[src/design/csc_pkg.sv]
// Shared types, constants and arctangent table for the CORDIC sine/cosine pipeline.
package csc_pkg;

    localparam int ITERATIONS   = 16;
    localparam int ANGLE_WIDTH  = 16;
    localparam int DATA_WIDTH   = 16;
    localparam int ATAN_ENTRIES = 30;
    localparam int SHIFT_W      = $clog2(ATAN_ENTRIES);

    // Q30 angle constants are rounded half up into the angle format.
    localparam int ANGLE_SHIFT = 30 - (ANGLE_WIDTH - 3);
    localparam longint unsigned PI_Q30      = 64'd3373259426;
    localparam longint unsigned HALF_PI_Q30 = 64'd1686629713;
    localparam longint unsigned ROUND_Q30   = 64'd1 << (ANGLE_SHIFT - 1);

    localparam logic signed [ANGLE_WIDTH-1:0] PI_ANGLE =
        ANGLE_WIDTH'((PI_Q30 + ROUND_Q30) >> ANGLE_SHIFT);
    localparam logic signed [ANGLE_WIDTH-1:0] HALF_PI_ANGLE =
        ANGLE_WIDTH'((HALF_PI_Q30 + ROUND_Q30) >> ANGLE_SHIFT);
    localparam logic signed [ANGLE_WIDTH-1:0] NEG_HALF_PI_ANGLE = -HALF_PI_ANGLE;

    // Start vector length 0.60735 in the data format, rounded to nearest.
    localparam longint unsigned X_START_WIDE =
        ((64'd60735 << (DATA_WIDTH - 2)) + 64'd50000) / 64'd100000;
    localparam logic signed [DATA_WIDTH-1:0] X_START = DATA_WIDTH'(X_START_WIDE);

    localparam logic [31:0] ATAN_Q30 [ATAN_ENTRIES] = '{
        32'd843314856, 32'd497837829, 32'd263043836, 32'd133525158, 32'd67021686,
        32'd33543515,  32'd16775850,  32'd8388437,   32'd4194282,   32'd2097149,
        32'd1048575,   32'd524287,    32'd262143,    32'd131071,    32'd65535,
        32'd32767,     32'd16383,     32'd8191,      32'd4095,      32'd2047,
        32'd1023,      32'd511,       32'd255,       32'd127,       32'd63,
        32'd31,        32'd15,        32'd7,         32'd3,         32'd1
    };

    typedef struct packed {
        logic                           valid;
        logic                           mirror;
        logic signed [DATA_WIDTH-1:0]   x;
        logic signed [DATA_WIDTH-1:0]   y;
        logic signed [ANGLE_WIDTH-1:0]  theta;
    } vec_t;

    function automatic logic signed [ANGLE_WIDTH-1:0] atan_angle(
        input logic [SHIFT_W-1:0] idx
    );
        logic [63:0] wide;
        begin
            wide = ({32'd0, ATAN_Q30[idx]} + ROUND_Q30) >> ANGLE_SHIFT;
            return ANGLE_WIDTH'(wide);
        end
    endfunction

endpackage

[src/design/csc_fold.sv]
// Input stage: fold the angle into +-pi/2 and load the start vector.
module csc_fold
(
    input  logic                                    clk,
    input  logic                                    rst_n,
    input  logic                                    advance,
    input  logic                                    in_valid,
    input  logic signed [csc_pkg::ANGLE_WIDTH-1:0]  angle,
    output csc_pkg::vec_t                           q
);

    csc_pkg::vec_t vec_reg;
    csc_pkg::vec_t vec_next;

    always_comb
    begin
        vec_next.valid = in_valid;
        vec_next.x     = csc_pkg::X_START;
        vec_next.y     = '0;
        priority if (angle < csc_pkg::NEG_HALF_PI_ANGLE)
        begin
            vec_next.theta  = angle + csc_pkg::PI_ANGLE;
            vec_next.mirror = 1'b1;
        end
        else if (angle > csc_pkg::HALF_PI_ANGLE)
        begin
            vec_next.theta  = angle - csc_pkg::PI_ANGLE;
            vec_next.mirror = 1'b1;
        end
        else
        begin
            vec_next.theta  = angle;
            vec_next.mirror = 1'b0;
        end
    end

    always_ff @(posedge clk or negedge rst_n)
    begin
        if (!rst_n)
        begin
            vec_reg <= '0;
        end
        else if (advance)
        begin
            vec_reg <= vec_next;
        end
    end

    assign q = vec_reg;

endmodule

[src/design/csc_cell.sv]
// One CORDIC rotation step with its pipeline register.
module csc_cell
(
    input  logic                            clk,
    input  logic                            rst_n,
    input  logic                            advance,
    input  logic [csc_pkg::SHIFT_W-1:0]     shift,
    input  csc_pkg::vec_t                   d,
    output csc_pkg::vec_t                   q
);

    csc_pkg::vec_t                          vec_reg;
    csc_pkg::vec_t                          vec_next;
    logic signed [csc_pkg::DATA_WIDTH-1:0]  xs;
    logic signed [csc_pkg::DATA_WIDTH-1:0]  ys;
    logic signed [csc_pkg::ANGLE_WIDTH-1:0] phase;

    assign xs    = d.x >>> shift;
    assign ys    = d.y >>> shift;
    assign phase = csc_pkg::atan_angle(shift);

    always_comb
    begin
        vec_next.valid  = d.valid;
        vec_next.mirror = d.mirror;
        // rotate toward zero residual angle
        if (!d.theta[csc_pkg::ANGLE_WIDTH-1])
        begin
            vec_next.x     = d.x - ys;
            vec_next.y     = d.y + xs;
            vec_next.theta = d.theta - phase;
        end
        else
        begin
            vec_next.x     = d.x + ys;
            vec_next.y     = d.y - xs;
            vec_next.theta = d.theta + phase;
        end
    end

    always_ff @(posedge clk or negedge rst_n)
    begin
        if (!rst_n)
        begin
            vec_reg <= '0;
        end
        else if (advance)
        begin
            vec_reg <= vec_next;
        end
    end

    assign q = vec_reg;

endmodule

[src/design/cordic_sine_cosine.sv]
// Top level: pipelined rotation-mode CORDIC giving sine and cosine of an angle.
//
// Input channel: angle (signed Q2.13 radians, within +-pi) with in_valid / in_stall.
// Output channel: sine and cosine (signed Q1.14) with out_valid / out_stall.
// A word is taken on a rising edge where valid is high and stall is low.
//
// The datapath is a row of identical rotation cells, one per iteration, behind
// a folding stage that maps the angle into +-pi/2, and ahead of an output
// register that negates the results of a folded angle.
// A word passes through the fold register, one register per cell and the output register.
// Throughput: one word per cycle while out_stall does not hold the row; every stage holds one word.
//
// When out_stall is high while a result waits, the whole row holds and
// in_stall rises in the same cycle; it falls as soon as the result is taken.
// Reset clears every stage's valid bit; no word is in flight after reset and
// the block accepts input as soon as rst_n rises.
module cordic_sine_cosine
(
    input  logic                                    clk,
    input  logic                                    rst_n,
    input  logic                                    in_valid,
    output logic                                    in_stall,
    input  logic signed [csc_pkg::ANGLE_WIDTH-1:0]  angle,
    output logic                                    out_valid,
    input  logic                                    out_stall,
    output logic signed [csc_pkg::DATA_WIDTH-1:0]   sine,
    output logic signed [csc_pkg::DATA_WIDTH-1:0]   cosine
);

    csc_pkg::vec_t                          chain [csc_pkg::ITERATIONS+1];
    logic                                   advance;
    logic                                   valid_reg;
    logic signed [csc_pkg::DATA_WIDTH-1:0]  sine_reg;
    logic signed [csc_pkg::DATA_WIDTH-1:0]  cosine_reg;
    logic signed [csc_pkg::DATA_WIDTH-1:0]  sine_next;
    logic signed [csc_pkg::DATA_WIDTH-1:0]  cosine_next;

    // hold the row while a finished word waits on a stalled receiver
    assign advance  = !(valid_reg && out_stall);
    assign in_stall = !advance;

    csc_fold u_fold
    (
        .clk      (clk),
        .rst_n    (rst_n),
        .advance  (advance),
        .in_valid (in_valid),
        .angle    (angle),
        .q        (chain[0])
    );

    for (genvar i = 0; i < csc_pkg::ITERATIONS; i++)
    begin : g_cell
        csc_cell u_cell
        (
            .clk     (clk),
            .rst_n   (rst_n),
            .advance (advance),
            .shift   (csc_pkg::SHIFT_W'(i)),
            .d       (chain[i]),
            .q       (chain[i+1])
        );
    end

    always_comb
    begin
        if (chain[csc_pkg::ITERATIONS].mirror)
        begin
            sine_next   = -chain[csc_pkg::ITERATIONS].y;
            cosine_next = -chain[csc_pkg::ITERATIONS].x;
        end
        else
        begin
            sine_next   = chain[csc_pkg::ITERATIONS].y;
            cosine_next = chain[csc_pkg::ITERATIONS].x;
        end
    end

    always_ff @(posedge clk or negedge rst_n)
    begin
        if (!rst_n)
        begin
            valid_reg <= 1'b0;
        end
        else if (advance)
        begin
            valid_reg <= chain[csc_pkg::ITERATIONS].valid;
        end
    end

    always_ff @(posedge clk)
    begin
        if (advance)
        begin
            sine_reg   <= sine_next;
            cosine_reg <= cosine_next;
        end
    end

    assign out_valid = valid_reg;
    assign sine      = sine_reg;
    assign cosine    = cosine_reg;

endmodule
[config.mk]
export PLATFORM = sky130hd
export DESIGN_NAME = cordic_sine_cosine
export DESIGN_NICKNAME = d
export VERILOG_FILES = /design/src/design/csc_pkg.sv /design/src/design/csc_fold.sv /design/src/design/csc_cell.sv /design/src/design/cordic_sine_cosine.sv
export SDC_FILE = /design/constraint.sdc
export NUM_CORES = 2
export LEC_CHECK = 0
export BUFFER_PORTS_ARGS = -buffer_cell sky130_fd_sc_hd__buf_2
export CAP_MARGIN = 20
export CORE_AREA = 2 2 371 373
export DETAILED_ROUTE_END_ITERATION = 16
export DIE_AREA = 0 0 373 375
export PLACE_DENSITY_LB_ADDON = 0.25
export SLEW_MARGIN = 30
export SYNTH_ARGS = -nofsm -noshare
export SYNTH_HDL_FRONTEND = slang
export SYNTH_SLANG_ARGS = --single-unit
export TNS_END_PERCENT = 50
[constraint.sdc]
create_clock -name clk -period 6.37 [get_ports clk]
set_clock_uncertainty 0.2 [all_clocks]
set_input_delay 1.274 -clock clk [delete_from_list [all_inputs] [get_ports clk]]
set_output_delay 1.274 -clock clk [all_outputs]
set_load 0.02 [all_outputs]
Word-level counts from Yosys, hierarchy flattened

Cells that the tools add are included.
Widths: inputs -> output; s select.

Logic and storage cells: 204
Input bits: 20
Output and inout port bits: 34
Flip-flop bits (word level): 834
Bits in latches: 0
Memories kept: 0
ROM bits: 0
RAM bits: 0

Order comparisons: 2
Divide/modulo/power cells: 0
Shift operators: 0
Add/subtract/negate cells: 93
Bitwise logic cells: 0
Eq/ne operators: 0
Multipliers: 0
Mux-type cells: 22
Reductions and logical operators: 1

Operator list:

| cell                   | number |
|---|---|
| $mux 48                | 15 |
| $mux 16                | 4 |
| $add 16x14->16         | 3 |
| $sub 16x14->16         | 3 |
| $add 16x1->16          | 2 |
| $add 16x10->16         | 2 |
| $add 16x10->16 const B | 2 |
| $add 16x11->16         | 2 |
| $add 16x12->16         | 2 |
| $add 16x13->16         | 2 |
| $add 16x2->16          | 2 |
| $add 16x3->16          | 2 |
| $add 16x4->16          | 2 |
| $add 16x5->16          | 2 |
| $add 16x6->16          | 2 |
| $add 16x7->16          | 2 |
| $add 16x8->16          | 2 |
| $add 16x9->16          | 2 |
| $mux 32                | 1 |
| $neg 16->16            | 2 |
| $sub 16x1->16          | 2 |
| $sub 16x10->16         | 2 |
| $sub 16x10->16 const B | 2 |
| $sub 16x11->16         | 2 |
| 43 further kinds       | 54 |

Logic depth before layout (Yosys ltp)

Depth after elaboration: 3
Depth in mapped cells: 15
Mapped depth without buffers: 15

By module

Synthesis repeated with hierarchy kept, for this count alone.

Cell total of the unflattened synthesis: 13241
Area, all modules: 117691.6 um^2

Modules (own cells, without submodules):

| module                           | instances | cells each | area each (um^2) |
|---|---|---|---|
| csc_cell (g_cell[11].u_cell ...) | 8         | 797        | 7060.5 |
| csc_cell (g_cell[0].u_cell ...)  | 3         | 808        | 7367.1 |
| csc_cell (g_cell[9].u_cell)      | 1         | 842        | 7372.1 |
| csc_cell (g_cell[6].u_cell)      | 1         | 829        | 7304.5 |
| csc_cell (g_cell[10].u_cell)     | 1         | 820        | 7078.0 |
| csc_cell (g_cell[7].u_cell)      | 1         | 809        | 6985.4 |
| csc_cell (g_cell[8].u_cell)      | 1         | 799        | 6945.4 |
| csc_fold                         | 1         | 215        | 1798.0 |
| cordic_sine_cosine               | 1         | 127        | 1622.8 |

Worst setup path before layout

No wires, ideal clock.

Path type: input-to-output
Start: input port out_stall
End: output port in_stall
Required time: 4896 ps
Stages: 6
Path slack: 2135 ps
Arrival time: 2761 ps
Buffers on the path: 4
Path through: nand2_1 inv_1 clkbuf_1 clkbuf_1 clkbuf_1 buf_1

Word-level cells in the longest chain between the ends: 1

Ends and longest elaborated chain:

| element           | line                     | text |
|---|---|---|
| from (decl)       | cordic_sine_cosine.sv:25 | `input logic out_stall,` |
| $logic_and 1x1->1 | cordic_sine_cosine.sv:39 | `assign advance = !(valid_reg && out_stall);` |
| to (decl)         | cordic_sine_cosine.sv:22 | `output logic in_stall,` |

No other way between the ends.

Worst setup path after layout

Start: register g_cell[12].u_cell.vec_reg, in the netlist g_cell[12].u_cell.q[15]
End: register g_cell[13].u_cell.vec_reg, in the netlist g_cell[13].u_cell.q[30]

Word-level cells in the longest chain between the ends: 1

Ends and longest elaborated chain:

| element                | line           | text |
|---|---|---|
| from (decl)            | csc_cell.sv:12 | `csc_pkg::vec_t vec_reg;` |
| from (signal assigned) | csc_cell.sv:49 | `vec_reg <= vec_next;` |
| $mux 48                | csc_cell.sv:27 | `if (!d.theta[csc_pkg::ANGLE_WIDTH-1])` |
| to (signal assigned)   | csc_cell.sv:49 |  |
| to (decl)              | csc_cell.sv:12 |  |

No other way between the ends.
A chain may end at the register's enable or synchronous reset.

==> flow_metrics.tcl <==
set metrics [dict create \
    post-dp-hpwl_um 110700 \
    synth_seq_area_share_pct 32.29 \
    hp-class "register to register" \
    antenna_cells 0 \
    synth_area_leader_cell "dfrtp_1" \
    cts_resized 0 \
    antenna_left 0 \
    clockRootBuffer "clkbuf_16" \
    netlist.area_leader.share_pct 30.71 \
    yosys.cell_count.top_type "nand2_1" \
    insertion_delay_ps 720 \
    die_w_um 373 \
    cts_buffers 95 \
    setup_viol 0 \
    synth.distinct_cells 87 \
    criticalPathCategory "register to register" \
    clock_sinks 776 \
    grt_most_used_layer "met2" \
    grt_pass1_wl_um 248800 \
    worst-path-max-fanout 20 \
    rsz0062_at_grt "no" \
    period_share_pct 66.70 \
    async_reset_ff_share_pct 95.88 \
    whs_path_depth 2 \
    cts_hold_buf 0 \
    cts_tree "yes" \
    slew_viol_final 0 \
    grt_antenna_before_repair 3 \
    use_met3_pct 2.733 \
    endpoint_kind "register" \
    row_count 136 \
    fin_crit_ps 4249 \
    synth.avg_cell_area_sq_um 8.482 \
    wl_per_cell_um 16.68 \
    track_usage_pct 21.21 \
    drc 0 \
    place_congestion 0.8699 \
    synth_warnings 0 \
    drive_above_1_share_pct 4.484 \
    synth-edff-count 32 \
    startpoint_type "register" \
    start_util_pct 44.49 \
    area_delta_synth_final_pct 8.646 \
    clock.fmax_mhz 235.4 \
    worstPathArrival_ps 4660 \
    drt-vias-per-instance 5.643 \
    die-area_sq_um 139900 \
    yosys_most_used_dff "dfrtp_1" \
    netlist_top_cells_area "dfrtp_1, ha_1, nand2_1, a21oi_1, xnor2_1" \
    cts_buffer_depth 3 \
    ys_seq_elements 776 \
    first_iter_violations 3008 \
    overflow 0 \
    cts_setup_buffers 0 \
    grt_pass1_vias 49230 \
    grt_use_met2_pct 35.93 \
    reg2reg_depth 11 \
    met1_usage_pct 27.34 \
    hold_end "g_cell[10].u_cell.q[49]" \
    fin_setup_tns_ps 0 \
    reg2reg_from "g_cell[12].u_cell.q[15]" \
    drtPass1Iterations 6 \
    crit_start "g_cell[12].u_cell.q[15]" \
    required_ps 6780 \
    grt_max_degree 183 \
    die_y_um 375 \
    routed-via-count 50510 \
    largest_reg_flops 724 \
    r2r_setup_slack_ps 2120 \
    clkTransAtPathRegs_ps 60 \
    syn_area_sq_um 60630 \
    n_fill_cell 13070 \
    slew_headroom_pct 31.49 \
    synth_nets 7893 \
    netlist_top_cells_count "nand2_1, dfrtp_1, a21oi_1" \
    hold_viol_final 0 \
    cts_htree_levels 3 \
    ios 54 \
    timing.rr.end "g_cell[13].u_cell.q[30]" \
    maxCapViolations 0 \
    core_sq_um 136300 \
    worstMarginPinSlew_ps 1028 \
    outcome "finished clean" \
    io_buffer_count 53 \
    syn_inst 7149 \
    nNetsFinal 7829 \
    routed_wl_um 149300 \
    min_from "g_cell[9].u_cell.q[49]" \
]
==> per-stage QoR <==
step | setup slack [ps] | cell area [sq um] | hold slack, ps | util [%] | instances
after floorplan | 2135 | 60630 | 230.0 | - | 7149
after global placement | 2278 | 62630 | 249.1 | 45.95 | 8782
after detailed placement | 2186 | 62630 | 255.5 | 45.95 | 8782
after CTS | 2169 | 65870 | 262.1 | 48.33 | 8952
after global routing | 1889 | 65880 | 288.0 | 48.33 | 8952
final | 2121 | 65880 | 258.3 | 48.33 | 8952
==> layout by cell type (no fill, tap or decap), types with 36 or more instances in the layout <==
cell type and instances:
o211ai_1 59, inv_1 311, mux2i_1 44, or3_1 36, a211oi_1 95, a31oi_1 69
o21bai_1 49, xnor2_1 330, nand2_1 935, o31ai_1 94, nor2b_1 58, o21a_1 100
clkbuf_16 97, nand2b_1 85, and3_1 53, a21o_1 178, nor3b_1 43, o21ai_0 547
fa_1 43, nor3_1 169, ha_1 681, xor2_1 257, buf_2 52, nand3_1 88
dfrtp_1 744, a21oi_1 695, nor2_1 618
==> worst max path at each step <==
stage,endpoint,slack [ps],cells past startpoint
2_1_floorplan,in_stall,2130,6
3_3_place_gp,g_cell[5].u_cell.q[47],2280,7
3_5_place_dp,g_cell[13].u_cell.q[30],2190,11
4_1_cts,g_cell[13].u_cell.q[30],2170,11
5_1_grt,g_cell[13].u_cell.q[30],1890,11
6_report,g_cell[13].u_cell.q[30],2120,11
==> layout make-up <==
cell class | instances | area, sq um | share of cell area, %
flip-flops and latches | 776 | 19580 | 29.72
multi-input cells | 5806 | 38910 | 59.07
clock buffers | 128 | 2724 | 4.135
well taps | 1794 | 2245 | 3.407
repair buffers | 90 | 706.9 | 1.073
clock inverters | 42 | 515.5 | 0.7825
inverters | 316 | 1194 | 1.812
==> logic make-up after synthesis <==
logic type / share of synthesized area [%]
AND/OR/NAND/NOR: 16.68
AO/OA/AOI/OAI: 22.37
flip-flops: 32.29
adder cells (fa/ha/maj): 15.47
XOR/XNOR: 8.516
buffers and inverters: 3.545
multiplexers: 1.125
==> critical path, stage by stage (launching register included) <==
cell and delay [ps]:
dfrtp_1 720, inv_1 80, buf_4 250, a21boi_0 690, ha_1 420, a21oi_1 240
o21ai_0 130, a21oi_1 280, o211ai_1 190, and4_1 230, or4_1 470, a31o_2 250
==> metal layers <==
metal | up-vias | share of wire [%]
met5 | - | 0.012
met2 | 825 | 47
met3 | 276 | 3.6
met4 | 2 | 3.7
li1 | 25470 | -
met1 | 23940 | 46
Power is left out: the tool's default activity adds up to more than one toggle a clock period on the data nets, which glitch-free logic cannot reach.
